--- config.mk ---
export PLATFORM = sky130hd
export DESIGN_NAME = adaptive_scale_saturating_quantizer_unit
export DESIGN_NICKNAME = d
export VERILOG_FILES = /design/src/rtl/asq_pkg.sv /design/src/rtl/asq_datapath.sv /design/src/rtl/asq_ctrl.sv /design/src/rtl/adaptive_scale_saturating_quantizer_unit.sv
export VERILOG_INCLUDE_DIRS = /design/src /design/src/rtl
export SDC_FILE = /design/constraint.sdc
export NUM_CORES = 2
export LEC_CHECK = 0
export ABC_AREA = 1
export BUFFER_PORTS_ARGS = -buffer_cell sky130_fd_sc_hd__buf_2
export CAP_MARGIN = 20
export CORE_MARGIN = 3
export CORE_UTILIZATION = 47
export DETAILED_ROUTE_END_ITERATION = 10
export PLACE_DENSITY = 0.61
export SYNTH_ARGS = -nofsm -noshare
export SYNTH_HDL_FRONTEND = slang
export SYNTH_HIERARCHICAL = 1
export SYNTH_SLANG_ARGS = --single-unit
--- constraint.sdc ---
create_clock -name clock -period 6.4 [get_ports clock]
set_input_delay 1.6 -clock clock [delete_from_list [all_inputs] [get_ports clock]]
set_output_delay 1.6 -clock clock [all_outputs]
set_load 0.01 [all_outputs]
--- src/rtl/adaptive_scale_saturating_quantizer_unit_macros.svh ---
// Assertion helpers used by asq_ctrl.
`ifndef ADAPTIVE_SCALE_SATURATING_QUANTIZER_UNIT_MACROS_SVH
`define ADAPTIVE_SCALE_SATURATING_QUANTIZER_UNIT_MACROS_SVH

// Same-cycle implication.
`define ASQ_ASSERT_NOW(lbl, clk, rst, ante, cons) \
   lbl: assert property (@(posedge clk) disable iff (rst) (ante) |-> (cons)) \
      else $error("asq check failed");

// Next-cycle implication.
`define ASQ_ASSERT_NEXT(lbl, clk, rst, ante, cons) \
   lbl: assert property (@(posedge clk) disable iff (rst) (ante) |=> (cons)) \
      else $error("asq check failed");

`endif

--- src/rtl/asq_pkg.sv ---
package asq_pkg;

   localparam int FRAME_MAX  = 64;
   localparam int ADDR_W     = 6;
   localparam int CNT_W      = 7;
   localparam int DIV_STEPS  = 35;

   typedef enum logic [1:0] {
      CSR_FRAME_LENGTH    = 2'd0,
      CSR_STEP_INVERSE    = 2'd1,
      CSR_SATURATION_BITS = 2'd2,
      CSR_UNUSED          = 2'd3
   } csr_index_type;

   typedef struct packed {
      logic              wr_en;
      logic [ADDR_W-1:0] wr_addr;
      logic [ADDR_W-1:0] rd_addr;
      logic              ld_in;
      logic              ld_mem;
      logic              mul;
      logic              ld_out;
      logic              last;
      logic              ld_cand;
      logic              clr_cnt;
      logic              cmp;
      logic              div_start;
      logic              div_step;
      logic              learn;
   } cmd_type;

   typedef struct packed {
      logic             step_nz;
      logic             learned;
      logic [CNT_W-1:0] len;
      logic [CNT_W-1:0] cnt_lt;
      logic [CNT_W-1:0] cnt_le;
   } sts_type;

   // Magnitude of a 16-bit two's complement sample; -32768 gives 32768.
   function automatic logic [16:0] mag17(input logic signed [15:0] s);
      logic [16:0] e;
      e = {s[15], s};
      return s[15] ? (17'd0 - e) : e;
   endfunction

   // Saturation limit 2^(b-1)-1 with b clamped to 2..16.
   function automatic logic [15:0] val_max(input logic [4:0] b);
      logic [4:0]  bc;
      logic [16:0] one;
      bc = (b < 5'd2) ? 5'd2 : ((b > 5'd16) ? 5'd16 : b);
      one = 17'd1 << (bc - 5'd1);
      return 16'(one - 17'd1);
   endfunction

endpackage

--- src/rtl/asq_datapath.sv ---
module asq_datapath
   import asq_pkg::*;
(
   input  logic               clock,
   input  logic               reset,
   input  cmd_type            cmd,
   output sts_type            sts,
   input  logic signed [15:0] req_sample,
   input  logic               csr_valid,
   input  logic [1:0]         csr_index,
   input  logic [23:0]        csr_wdata,
   output logic signed [15:0] rsp_quantized,
   output logic               rsp_last_of_run
);

   logic [6:0]  len_ff;
   logic [23:0] step_ff;
   logic [4:0]  sat_ff;

   logic [15:0] mem [FRAME_MAX];
   logic [15:0] rd_data_ff;

   logic [15:0] samp_ff;
   logic [15:0] samp_in;
   logic [40:0] prod_ff;
   logic        neg_ff;
   logic [15:0] q_ff;
   logic        last_ff;

   logic [16:0]      cand_ff;
   logic [CNT_W-1:0] lt_ff;
   logic [CNT_W-1:0] le_ff;

   logic [34:0] sh_ff;
   logic [17:0] rem_ff;
   logic [34:0] quo_ff;
   logic [23:0] learned_ff;
   logic        learned_flag_ff;

   logic [23:0] step_sel;
   logic [16:0] rd_mag;
   logic [41:0] rounded;
   logic [21:0] p;
   logic [15:0] vm;
   logic [15:0] p_sat;
   logic [17:0] trial;
   logic [15:0] q_in;

   // configuration registers
   always_ff @(posedge clock) begin
      if (reset) begin
         len_ff  <= 7'd64;
         step_ff <= 24'd0;
         sat_ff  <= 5'd8;
      end else if (csr_valid) begin
         case (csr_index_type'(csr_index))
            CSR_FRAME_LENGTH:    len_ff  <= csr_wdata[6:0];
            CSR_STEP_INVERSE:    step_ff <= csr_wdata;
            CSR_SATURATION_BITS: sat_ff  <= csr_wdata[4:0];
            default: ;
         endcase
      end
   end

   // frame buffer
   always_ff @(posedge clock) begin
      if (cmd.wr_en) begin
         mem[cmd.wr_addr] <= req_sample;
      end
      rd_data_ff <= mem[cmd.rd_addr];
   end

   assign step_sel = (step_ff != 24'd0) ? step_ff : learned_ff;
   assign rd_mag   = mag17(rd_data_ff);
   assign vm       = val_max(sat_ff);
   assign rounded  = {1'b0, prod_ff} + 42'(1 << 19);
   assign p        = rounded[41:20];
   assign p_sat    = (p > {6'd0, vm}) ? vm : p[15:0];
   assign q_in     = neg_ff ? (16'd0 - p_sat) : p_sat;
   assign trial    = {rem_ff[16:0], sh_ff[34]};
   assign samp_in  = cmd.ld_in ? req_sample : rd_data_ff;

   // quantize path
   always_ff @(posedge clock) begin
      if (cmd.ld_in || cmd.ld_mem) begin
         samp_ff <= samp_in;
      end
      if (cmd.mul) begin
         prod_ff <= 41'(mag17(samp_ff) * step_sel);
         neg_ff  <= samp_ff[15];
      end
      if (cmd.ld_out) begin
         q_ff    <= q_in;
         last_ff <= cmd.last;
      end
   end

   // rank search and step division
   always_ff @(posedge clock) begin
      if (cmd.ld_cand) begin
         cand_ff <= rd_mag;
      end
      if (cmd.clr_cnt) begin
         lt_ff <= '0;
         le_ff <= '0;
      end else if (cmd.cmp) begin
         lt_ff <= lt_ff + CNT_W'(rd_mag < cand_ff);
         le_ff <= le_ff + CNT_W'(rd_mag <= cand_ff);
      end
      if (cmd.div_start) begin
         sh_ff  <= {vm[14:0], 20'd0};
         rem_ff <= '0;
         quo_ff <= '0;
      end else if (cmd.div_step) begin
         sh_ff <= {sh_ff[33:0], 1'b0};
         if (trial >= {1'b0, cand_ff}) begin
            rem_ff <= trial - {1'b0, cand_ff};
            quo_ff <= {quo_ff[33:0], 1'b1};
         end else begin
            rem_ff <= trial;
            quo_ff <= {quo_ff[33:0], 1'b0};
         end
      end
   end

   always_ff @(posedge clock) begin
      if (reset) begin
         learned_ff      <= 24'd0;
         learned_flag_ff <= 1'b0;
      end else if (cmd.learn) begin
         learned_ff      <= (quo_ff[34:24] != 11'd0) ? 24'hFFFFFF : quo_ff[23:0];
         learned_flag_ff <= 1'b1;
      end
   end

   always_comb begin
      sts.step_nz = (step_ff != 24'd0);
      sts.learned = learned_flag_ff;
      sts.len     = (len_ff == 7'd0) ? 7'd1 : ((len_ff > 7'd64) ? 7'd64 : len_ff);
      sts.cnt_lt  = lt_ff;
      sts.cnt_le  = le_ff;
   end

   assign rsp_quantized   = q_ff;
   assign rsp_last_of_run = last_ff;

endmodule

--- src/rtl/asq_ctrl.sv ---
module asq_ctrl
   import asq_pkg::*;
(
   input  logic    clock,
   input  logic    reset,
   input  logic    req_valid,
   output logic    req_stall,
   output logic    rsp_valid,
   input  logic    rsp_stall,
   output cmd_type cmd,
   input  sts_type sts
);

   `include "adaptive_scale_saturating_quantizer_unit_macros.svh"

   typedef enum logic [11:0] {
      S_IDLE  = 12'b0000_0000_0001,
      S_QMUL  = 12'b0000_0000_0010,
      S_QRND  = 12'b0000_0000_0100,
      S_QOUT  = 12'b0000_0000_1000,
      S_SCAND = 12'b0000_0001_0000,
      S_SCLD  = 12'b0000_0010_0000,
      S_SCAN  = 12'b0000_0100_0000,
      S_SCHK  = 12'b0000_1000_0000,
      S_DIV   = 12'b0001_0000_0000,
      S_LEARN = 12'b0010_0000_0000,
      S_EMRD  = 12'b0100_0000_0000,
      S_EMLD  = 12'b1000_0000_0000
   } state_type;

   state_type        state_ff, state_in;
   logic [CNT_W-1:0] fill_ff, fill_in;
   logic [CNT_W-1:0] idx_ff, idx_in;
   logic [CNT_W-1:0] j_ff, j_in;
   logic [5:0]       dcnt_ff, dcnt_in;
   logic             emit_ff, emit_in;

   logic             accept;
   logic             direct;
   logic [CNT_W-1:0] fill_next;
   logic [14:0]      tenth_prod;
   logic [CNT_W-1:0] rank_k;
   logic             found;
   logic             emit_last;

   assign accept     = req_valid && !req_stall;
   assign direct     = sts.step_nz || sts.learned;
   assign fill_next  = fill_ff + 7'd1;
   // n/10 for n <= 64 via reciprocal multiply
   assign tenth_prod = {8'd0, fill_ff} * 15'd205;
   assign rank_k     = {tenth_prod[14:11], 3'b000};
   assign found      = (sts.cnt_lt <= rank_k) && (rank_k < sts.cnt_le);
   assign emit_last  = (idx_ff == fill_ff - 7'd1);

   assign req_stall = (state_ff != S_IDLE);
   assign rsp_valid = (state_ff == S_QOUT);

   always_comb begin
      state_in = state_ff;
      fill_in  = fill_ff;
      idx_in   = idx_ff;
      j_in     = j_ff;
      dcnt_in  = dcnt_ff;
      emit_in  = emit_ff;
      cmd      = '0;
      cmd.wr_addr = fill_ff[ADDR_W-1:0];

      unique case (state_ff)
         S_IDLE: begin
            if (accept) begin
               if (direct) begin
                  cmd.ld_in = 1'b1;
                  state_in  = S_QMUL;
               end else begin
                  cmd.wr_en = (fill_ff < 7'(FRAME_MAX));
                  fill_in   = fill_next;
                  if (fill_next >= sts.len) begin
                     idx_in   = '0;
                     state_in = S_SCAND;
                  end
               end
            end
         end
         S_QMUL: begin
            cmd.mul  = 1'b1;
            state_in = S_QRND;
         end
         S_QRND: begin
            cmd.ld_out = 1'b1;
            cmd.last   = emit_ff ? emit_last : 1'b1;
            state_in   = S_QOUT;
         end
         S_QOUT: begin
            if (!rsp_stall) begin
               if (emit_ff && !emit_last) begin
                  idx_in   = idx_ff + 7'd1;
                  state_in = S_EMRD;
               end else begin
                  if (emit_ff) begin
                     fill_in = '0;
                  end
                  emit_in  = 1'b0;
                  state_in = S_IDLE;
               end
            end
         end
         S_SCAND: begin
            cmd.rd_addr = idx_ff[ADDR_W-1:0];
            state_in    = S_SCLD;
         end
         S_SCLD: begin
            cmd.ld_cand = 1'b1;
            cmd.clr_cnt = 1'b1;
            j_in        = '0;
            state_in    = S_SCAN;
         end
         S_SCAN: begin
            cmd.rd_addr = j_ff[ADDR_W-1:0];
            cmd.cmp     = (j_ff != '0);
            if (j_ff == fill_ff) begin
               state_in = S_SCHK;
            end else begin
               j_in = j_ff + 7'd1;
            end
         end
         S_SCHK: begin
            if (found) begin
               cmd.div_start = 1'b1;
               dcnt_in       = '0;
               state_in      = S_DIV;
            end else begin
               idx_in   = idx_ff + 7'd1;
               state_in = S_SCAND;
            end
         end
         S_DIV: begin
            cmd.div_step = 1'b1;
            if (dcnt_ff == 6'(DIV_STEPS - 1)) begin
               state_in = S_LEARN;
            end else begin
               dcnt_in = dcnt_ff + 6'd1;
            end
         end
         S_LEARN: begin
            cmd.learn = 1'b1;
            idx_in    = '0;
            emit_in   = 1'b1;
            state_in  = S_EMRD;
         end
         S_EMRD: begin
            cmd.rd_addr = idx_ff[ADDR_W-1:0];
            state_in    = S_EMLD;
         end
         S_EMLD: begin
            cmd.ld_mem = 1'b1;
            state_in   = S_QMUL;
         end
         default: begin
            state_in = S_IDLE;
         end
      endcase
   end

   always_ff @(posedge clock) begin
      if (reset) begin
         state_ff <= S_IDLE;
         fill_ff  <= '0;
         idx_ff   <= '0;
         j_ff     <= '0;
         dcnt_ff  <= '0;
         emit_ff  <= 1'b0;
      end else begin
         state_ff <= state_in;
         fill_ff  <= fill_in;
         idx_ff   <= idx_in;
         j_ff     <= j_in;
         dcnt_ff  <= dcnt_in;
         emit_ff  <= emit_in;
      end
   end

   `ASQ_ASSERT_NEXT(a_out_hold, clock, reset, state_ff == S_QOUT && rsp_stall, state_ff == S_QOUT)
   `ASQ_ASSERT_NEXT(a_found_div, clock, reset, state_ff == S_SCHK && found, state_ff == S_DIV)
   `ASQ_ASSERT_NOW(a_emit_no_direct, clock, reset, emit_ff, sts.learned || state_ff == S_EMRD)
   `ASQ_ASSERT_NOW(a_fill_bound, clock, reset, state_ff == S_IDLE, fill_ff < 7'(FRAME_MAX))

endmodule

--- src/rtl/adaptive_scale_saturating_quantizer_unit.sv ---
// Adaptive-scale saturating quantizer. Each req_ transaction carries one
// signed sample (8 fraction bits); the unit multiplies its magnitude by the
// inverse step (12 fraction bits), rounds half away from zero, saturates to
// +/-(2^(saturation_bits-1)-1) and restores the sign. With a nonzero
// step_inverse, or once a step has been learned, each sample produces one
// rsp_ transaction (last_of_run set); the sample is registered, multiplied,
// rounded and saturated into the result register, and then offered, and the
// next sample is taken in the cycle after the result leaves, so the unit
// takes no new sample while one is in flight. With step_inverse zero and
// nothing learned, samples are buffered one per cycle with no results until
// the frame of n = frame_length (clamped to 1..64) samples is full. The unit
// then finds the magnitude of rank (n/10)*8 by a compare-and-count scan over
// the buffer, one buffer read per cycle, then runs a restoring divide for
// val_max*2^20 divided by that magnitude, and replays the whole frame, each
// sample read, loaded, multiplied, rounded and presented in turn, with
// last_of_run on the final one. The one-read-port frame buffer and the scan
// loop set the calibration time.
// Configuration writes are accepted every cycle (csr_ready is always high)
// and must only be issued while the unit is idle.
module adaptive_scale_saturating_quantizer_unit
   import asq_pkg::*;
(
   input  logic               clock,
   input  logic               reset,
   // input samples
   input  logic               req_valid,
   output logic               req_stall,
   input  logic signed [15:0] req_sample,
   // quantized results
   output logic               rsp_valid,
   input  logic               rsp_stall,
   output logic signed [15:0] rsp_quantized,
   output logic               rsp_last_of_run,
   // register writes
   input  logic               csr_valid,
   output logic               csr_ready,
   input  logic [1:0]         csr_index,
   input  logic [23:0]        csr_wdata
);

   cmd_type cmd;
   sts_type sts;

   // no backpressure on register writes
   assign csr_ready = 1'b1;

   // sequencing: direct quantize, fill, rank scan, divide, replay
   asq_ctrl u_ctrl (
      .clock     (clock),
      .reset     (reset),
      .req_valid (req_valid),
      .req_stall (req_stall),
      .rsp_valid (rsp_valid),
      .rsp_stall (rsp_stall),
      .cmd       (cmd),
      .sts       (sts)
   );

   // buffer, multiplier, counters, divider, registers
   asq_datapath u_dp (
      .clock           (clock),
      .reset           (reset),
      .cmd             (cmd),
      .sts             (sts),
      .req_sample      (req_sample),
      .csr_valid       (csr_valid && csr_ready),
      .csr_index       (csr_index),
      .csr_wdata       (csr_wdata),
      .rsp_quantized   (rsp_quantized),
      .rsp_last_of_run (rsp_last_of_run)
   );

endmodule
==> metrics.csv <==
stage;metric;value;unit
outcome;status;finished, violations left;
outcome;failing checks;setup timing;
power_and_ir_drop;Leak Pwr;0.0324;uW
power_and_ir_drop;Pint;26600;uW
grt;M2 GR Usage;39.9;%
sta;Final Critical Period;6.82;ns
setup_path;Reg2Reg Depth;32;
routing;1st-iter DRT viols;4248;
placement;Detailed Place HPWL;131000;um
sta;period utilization;107;%
setup_path;startpoint types;flip-flop;
clock_network;H-Tree Depth;4;
setup_path;Crit path largest cell delay;0.59;ns
setup_path;cell mode on critical path;fa_1;
grt;initial antenna violation count;1;
sta;Clock Skews;0.0712;ns
power_and_ir_drop;P per Cell Area;553;nW/um^2
setup_path;Critical Path Fanout Max;5;
synth;Post-synth top flop;edfxtp_1;
power_and_ir_drop;combinational share of power;60.1;%
layout;ant diodes;0;
power_and_ir_drop;Switching Share;40.2;%
routing;Residual DRC;0;
min_path;Hold WC Path Type;reg -> reg;
setup_path;CP Capture Type;flip-flop;
clock_network;CTS tree;built;
routing;Vias/cell;5.55;
sta;max frequency;0.147;GHz
layout;fin area;80500;um^2
run;total of max-cap violations;0;
clock_network;clock sink count;1295;
power_and_ir_drop;worst ir drop on vdd;1.14;mV
sta;worst relative slew slack;32.5;%
routing;total iterations of the first detailed-routing run;6;
synth;Async SR Flop Fraction;0;%
layout;fraction of layout cells with a size suffix above 1;14.6;%
setup_path;Max stage delay cell, worst path;fa_2;
clock_network;root buf cell;clkbuf_16;
layout;area delta synth->final;16.3;%
grt;GR Util met1;36.4;%
synth;Syn Inst Count;6747;
clock_network;clk slew on worst S/H paths;0.06;ns
placement;placed inst area;74800;um^2
floorplanning;die area;152000;um^2
routing;routed wire length;196000;um
clock_network;clk buf depth;3;
floorplanning;initial core utilization;47.4;%
grt;first-pass GRT wire length;297000;um
grt;vias in the first global route;48800;
synth;Mapped Avg Cell Area;10.3;um^2
sta;Final Setup Violations;22;
setup_path;Worst Path Arrival;7.31;ns
synth;Post-synth EDFFs;1112;
synth;Distinct cells, synth;63;
synth;post-synthesis sequential area ratio;53.5;%
setup_path;CP Buf/Inv Count;9;
grt;largest net degree at the start of global routing;149;
grt;grt ovf;0;
placement;routability congestion estimate;0.927;
sta;max-slew violation count;0;
sta;Hold Vio Cnt, Final;0;
min_path;hold depth;2;
floorplanning;Core Region;146000;um^2
clock_network;hold_buf cts;0;
floorplanning;std cell rows;140;
layout;fill count;12500;
setup_path;WP depth;32;
sta;Hold WS;0.479;ns
synth;YS warnings;6;
clock_network;CTS Buf Count;138;
setup_path;kind of cell adding the most delay to the critical path;adder cells;
sta;RSZ-0062 raised after global routing;true;
power_and_ir_drop;sequential power share;22.3;%
routing;DRT antenna net count;0;
placement;DP Worst Slack;-0.798;ns
sta;final worst setup slack;-0.419;ns
clock_network;later-pin clock latency in the skew report;0.78;ns
placement;PortBufs;65;
floorplanning;Die Span X;390;um
synth;synthesized flop and latch total;1295;
floorplanning;num ports;67;
grt;Total GRT Usage;25.5;%
synth;synthesized cell area;69200;um^2
power_and_ir_drop;Net Switching;17900;uW
setup_path;WS Path Type;reg -> reg;
sta;worst-margin pin slew;1.01;ns
floorplanning;Die Y;390;um
grt;GR met3 Demand/Resource;4.11;%
grt;GR peak layer;met2;
routing;via count;50800;
layout;Net count, final;7741;
setup_path;WP data required;6.89;ns
power_and_ir_drop;Clk pwr share;17.6;%
routing;drt wl/cell;21.4;um
[path summary, 6_finish.rpt]
check / start / endpoint / slack [ns]
max: u_dp/samp_ff[0] / u_dp/prod_ff[34] / -0.42
max reg2reg: u_dp/samp_ff[0] / u_dp/prod_ff[34] / -0.42
min: u_ctrl/dcnt_ff[5] / u_ctrl/dcnt_ff[5] / 0.48
min reg2reg: u_ctrl/dcnt_ff[5] / u_ctrl/dcnt_ff[5] / 0.48
[Yosys cell counts (62+ instances only)]
master	count	area share, %
nor2_1	1018	5.5
a21oi_1	171	1.2
o22ai_1	310	2.8
xor2_1	76	0.96
ha_1	236	4.3
o221ai_1	62	0.78
o21ai_0	768	5.6
nand3_1	122	0.88
dfxtp_1	183	5.3
edfxtp_1	1112	48
clkbuf_1	305	1.7
inv_1	831	4.5
fa_1	336	9.7
nand2_1	785	4.3
[power by group through the flow]
stage	logic, uW	registers [uW]	clock network [uW]
floorplan	12300	10000	0
global placement	20500	10100	0
detailed placement	20700	10100	0
CTS	24200	9910	7990
global route	29100	9920	8330
finish	26700	9910	7850
[cell families (layout without fill, tap and decap cells)]
kind of cell               count (synthesis)  count (layout)  synth area share, %
DFF                                     1295            1295                 53.5
buffers and inverters                   1197            1650                 6.61
and+or+nand+nor                         2147            2147                 12.9
AOI/OAI and AO/OA                       1428            1428                 11.6
adders and majority gates                572             572                 14.0
other                                      3              30               0.0163
xor gates and xnor gates                 105             105                 1.33
[per-layer routing]
| metal | vias to the layer above | wire (um) | share of wire [%] |
|---|---|---|---|
| li1 | 23600 | - | - |
| met1 | 24900 | 85000 | 43 |
| met2 | 1852 | 89500 | 46 |
| met3 | 334 | 14300 | 7.3 |
| met4 | 0 | 6830 | 3.5 |
| met5 | - | 0 | 0 |
[sequential cells by signal, indices dropped and copies added (netlist names), 12 cells and up]
signal,cells
u_ctrl/state_ff,12
u_dp/cand_ff,17
u_dp/learned_ff,24
u_dp/mem,1024
u_dp/prod_ff,22
u_dp/quo_ff,35
u_dp/rd_data_ff,16
u_dp/rem_ff,17
u_dp/rsp_quantized,16
u_dp/samp_ff,16
u_dp/sh_ff,15
u_dp/step_ff,24
[through the flow]
stage / power, uW / cells / util (%) / setup TNS (ns)
4_1_cts: 42100 / 9129 / 54.8 / -6.78
3_5_place_dp: 30800 / 8868 / 51.3 / -10.33
3_3_place_gp: 30600 / 8865 / 51.2 / -8.17
5_1_grt: 47300 / 9144 / 55.2 / -10.80
6_report: 44500 / 9144 / 55.2 / -5.93
2_1_floorplan: 22300 / 6774 / - / -0.552
[final cells by class]
type	count	area [um^2]	share of cell area, %
flip-flops and latches	1295	37100	46.0
clock inverters	71	790	0.981
inverters	863	3270	4.06
clock buffers	174	3700	4.60
well taps	1917	2400	2.98
repair buffers	542	4440	5.51
multi-input cells	4282	28900	35.8
[tightest hold or removal path, delay by kind of cell, from the launching register on]
kind	cells	cell delay, ns
flops	1	0.32
simple gates	1	0.07
compound gates	1	0.05
[layout by cell type (no fill, tap or decap), types with 65 or more instances in the layout]
master     netlist  routed
o21ai_0        768     756
buf_2           11      65
fa_1           336     325
o22ai_1        310     304
nor2_1        1018     999
xor2_1          76      70
clkbuf_16        0     141
inv_1          831     788
edfxtp_1      1112    1112
dfxtp_1        183     183
a21oi_1        171     145
nand3_1        122     111
buf_4           10     418
ha_1           236     215
nand2_1        785     757
[timing repair]
item | in CTS | in global routing
setup buffers | 17 | 12
gates cloned | 1 | 0
pin swaps | 67 | 52
gates resized for setup | 131 | 90
setup endpoints to repair | 22 | 22
No activity file was read; power rests on OpenSTA's default activity.
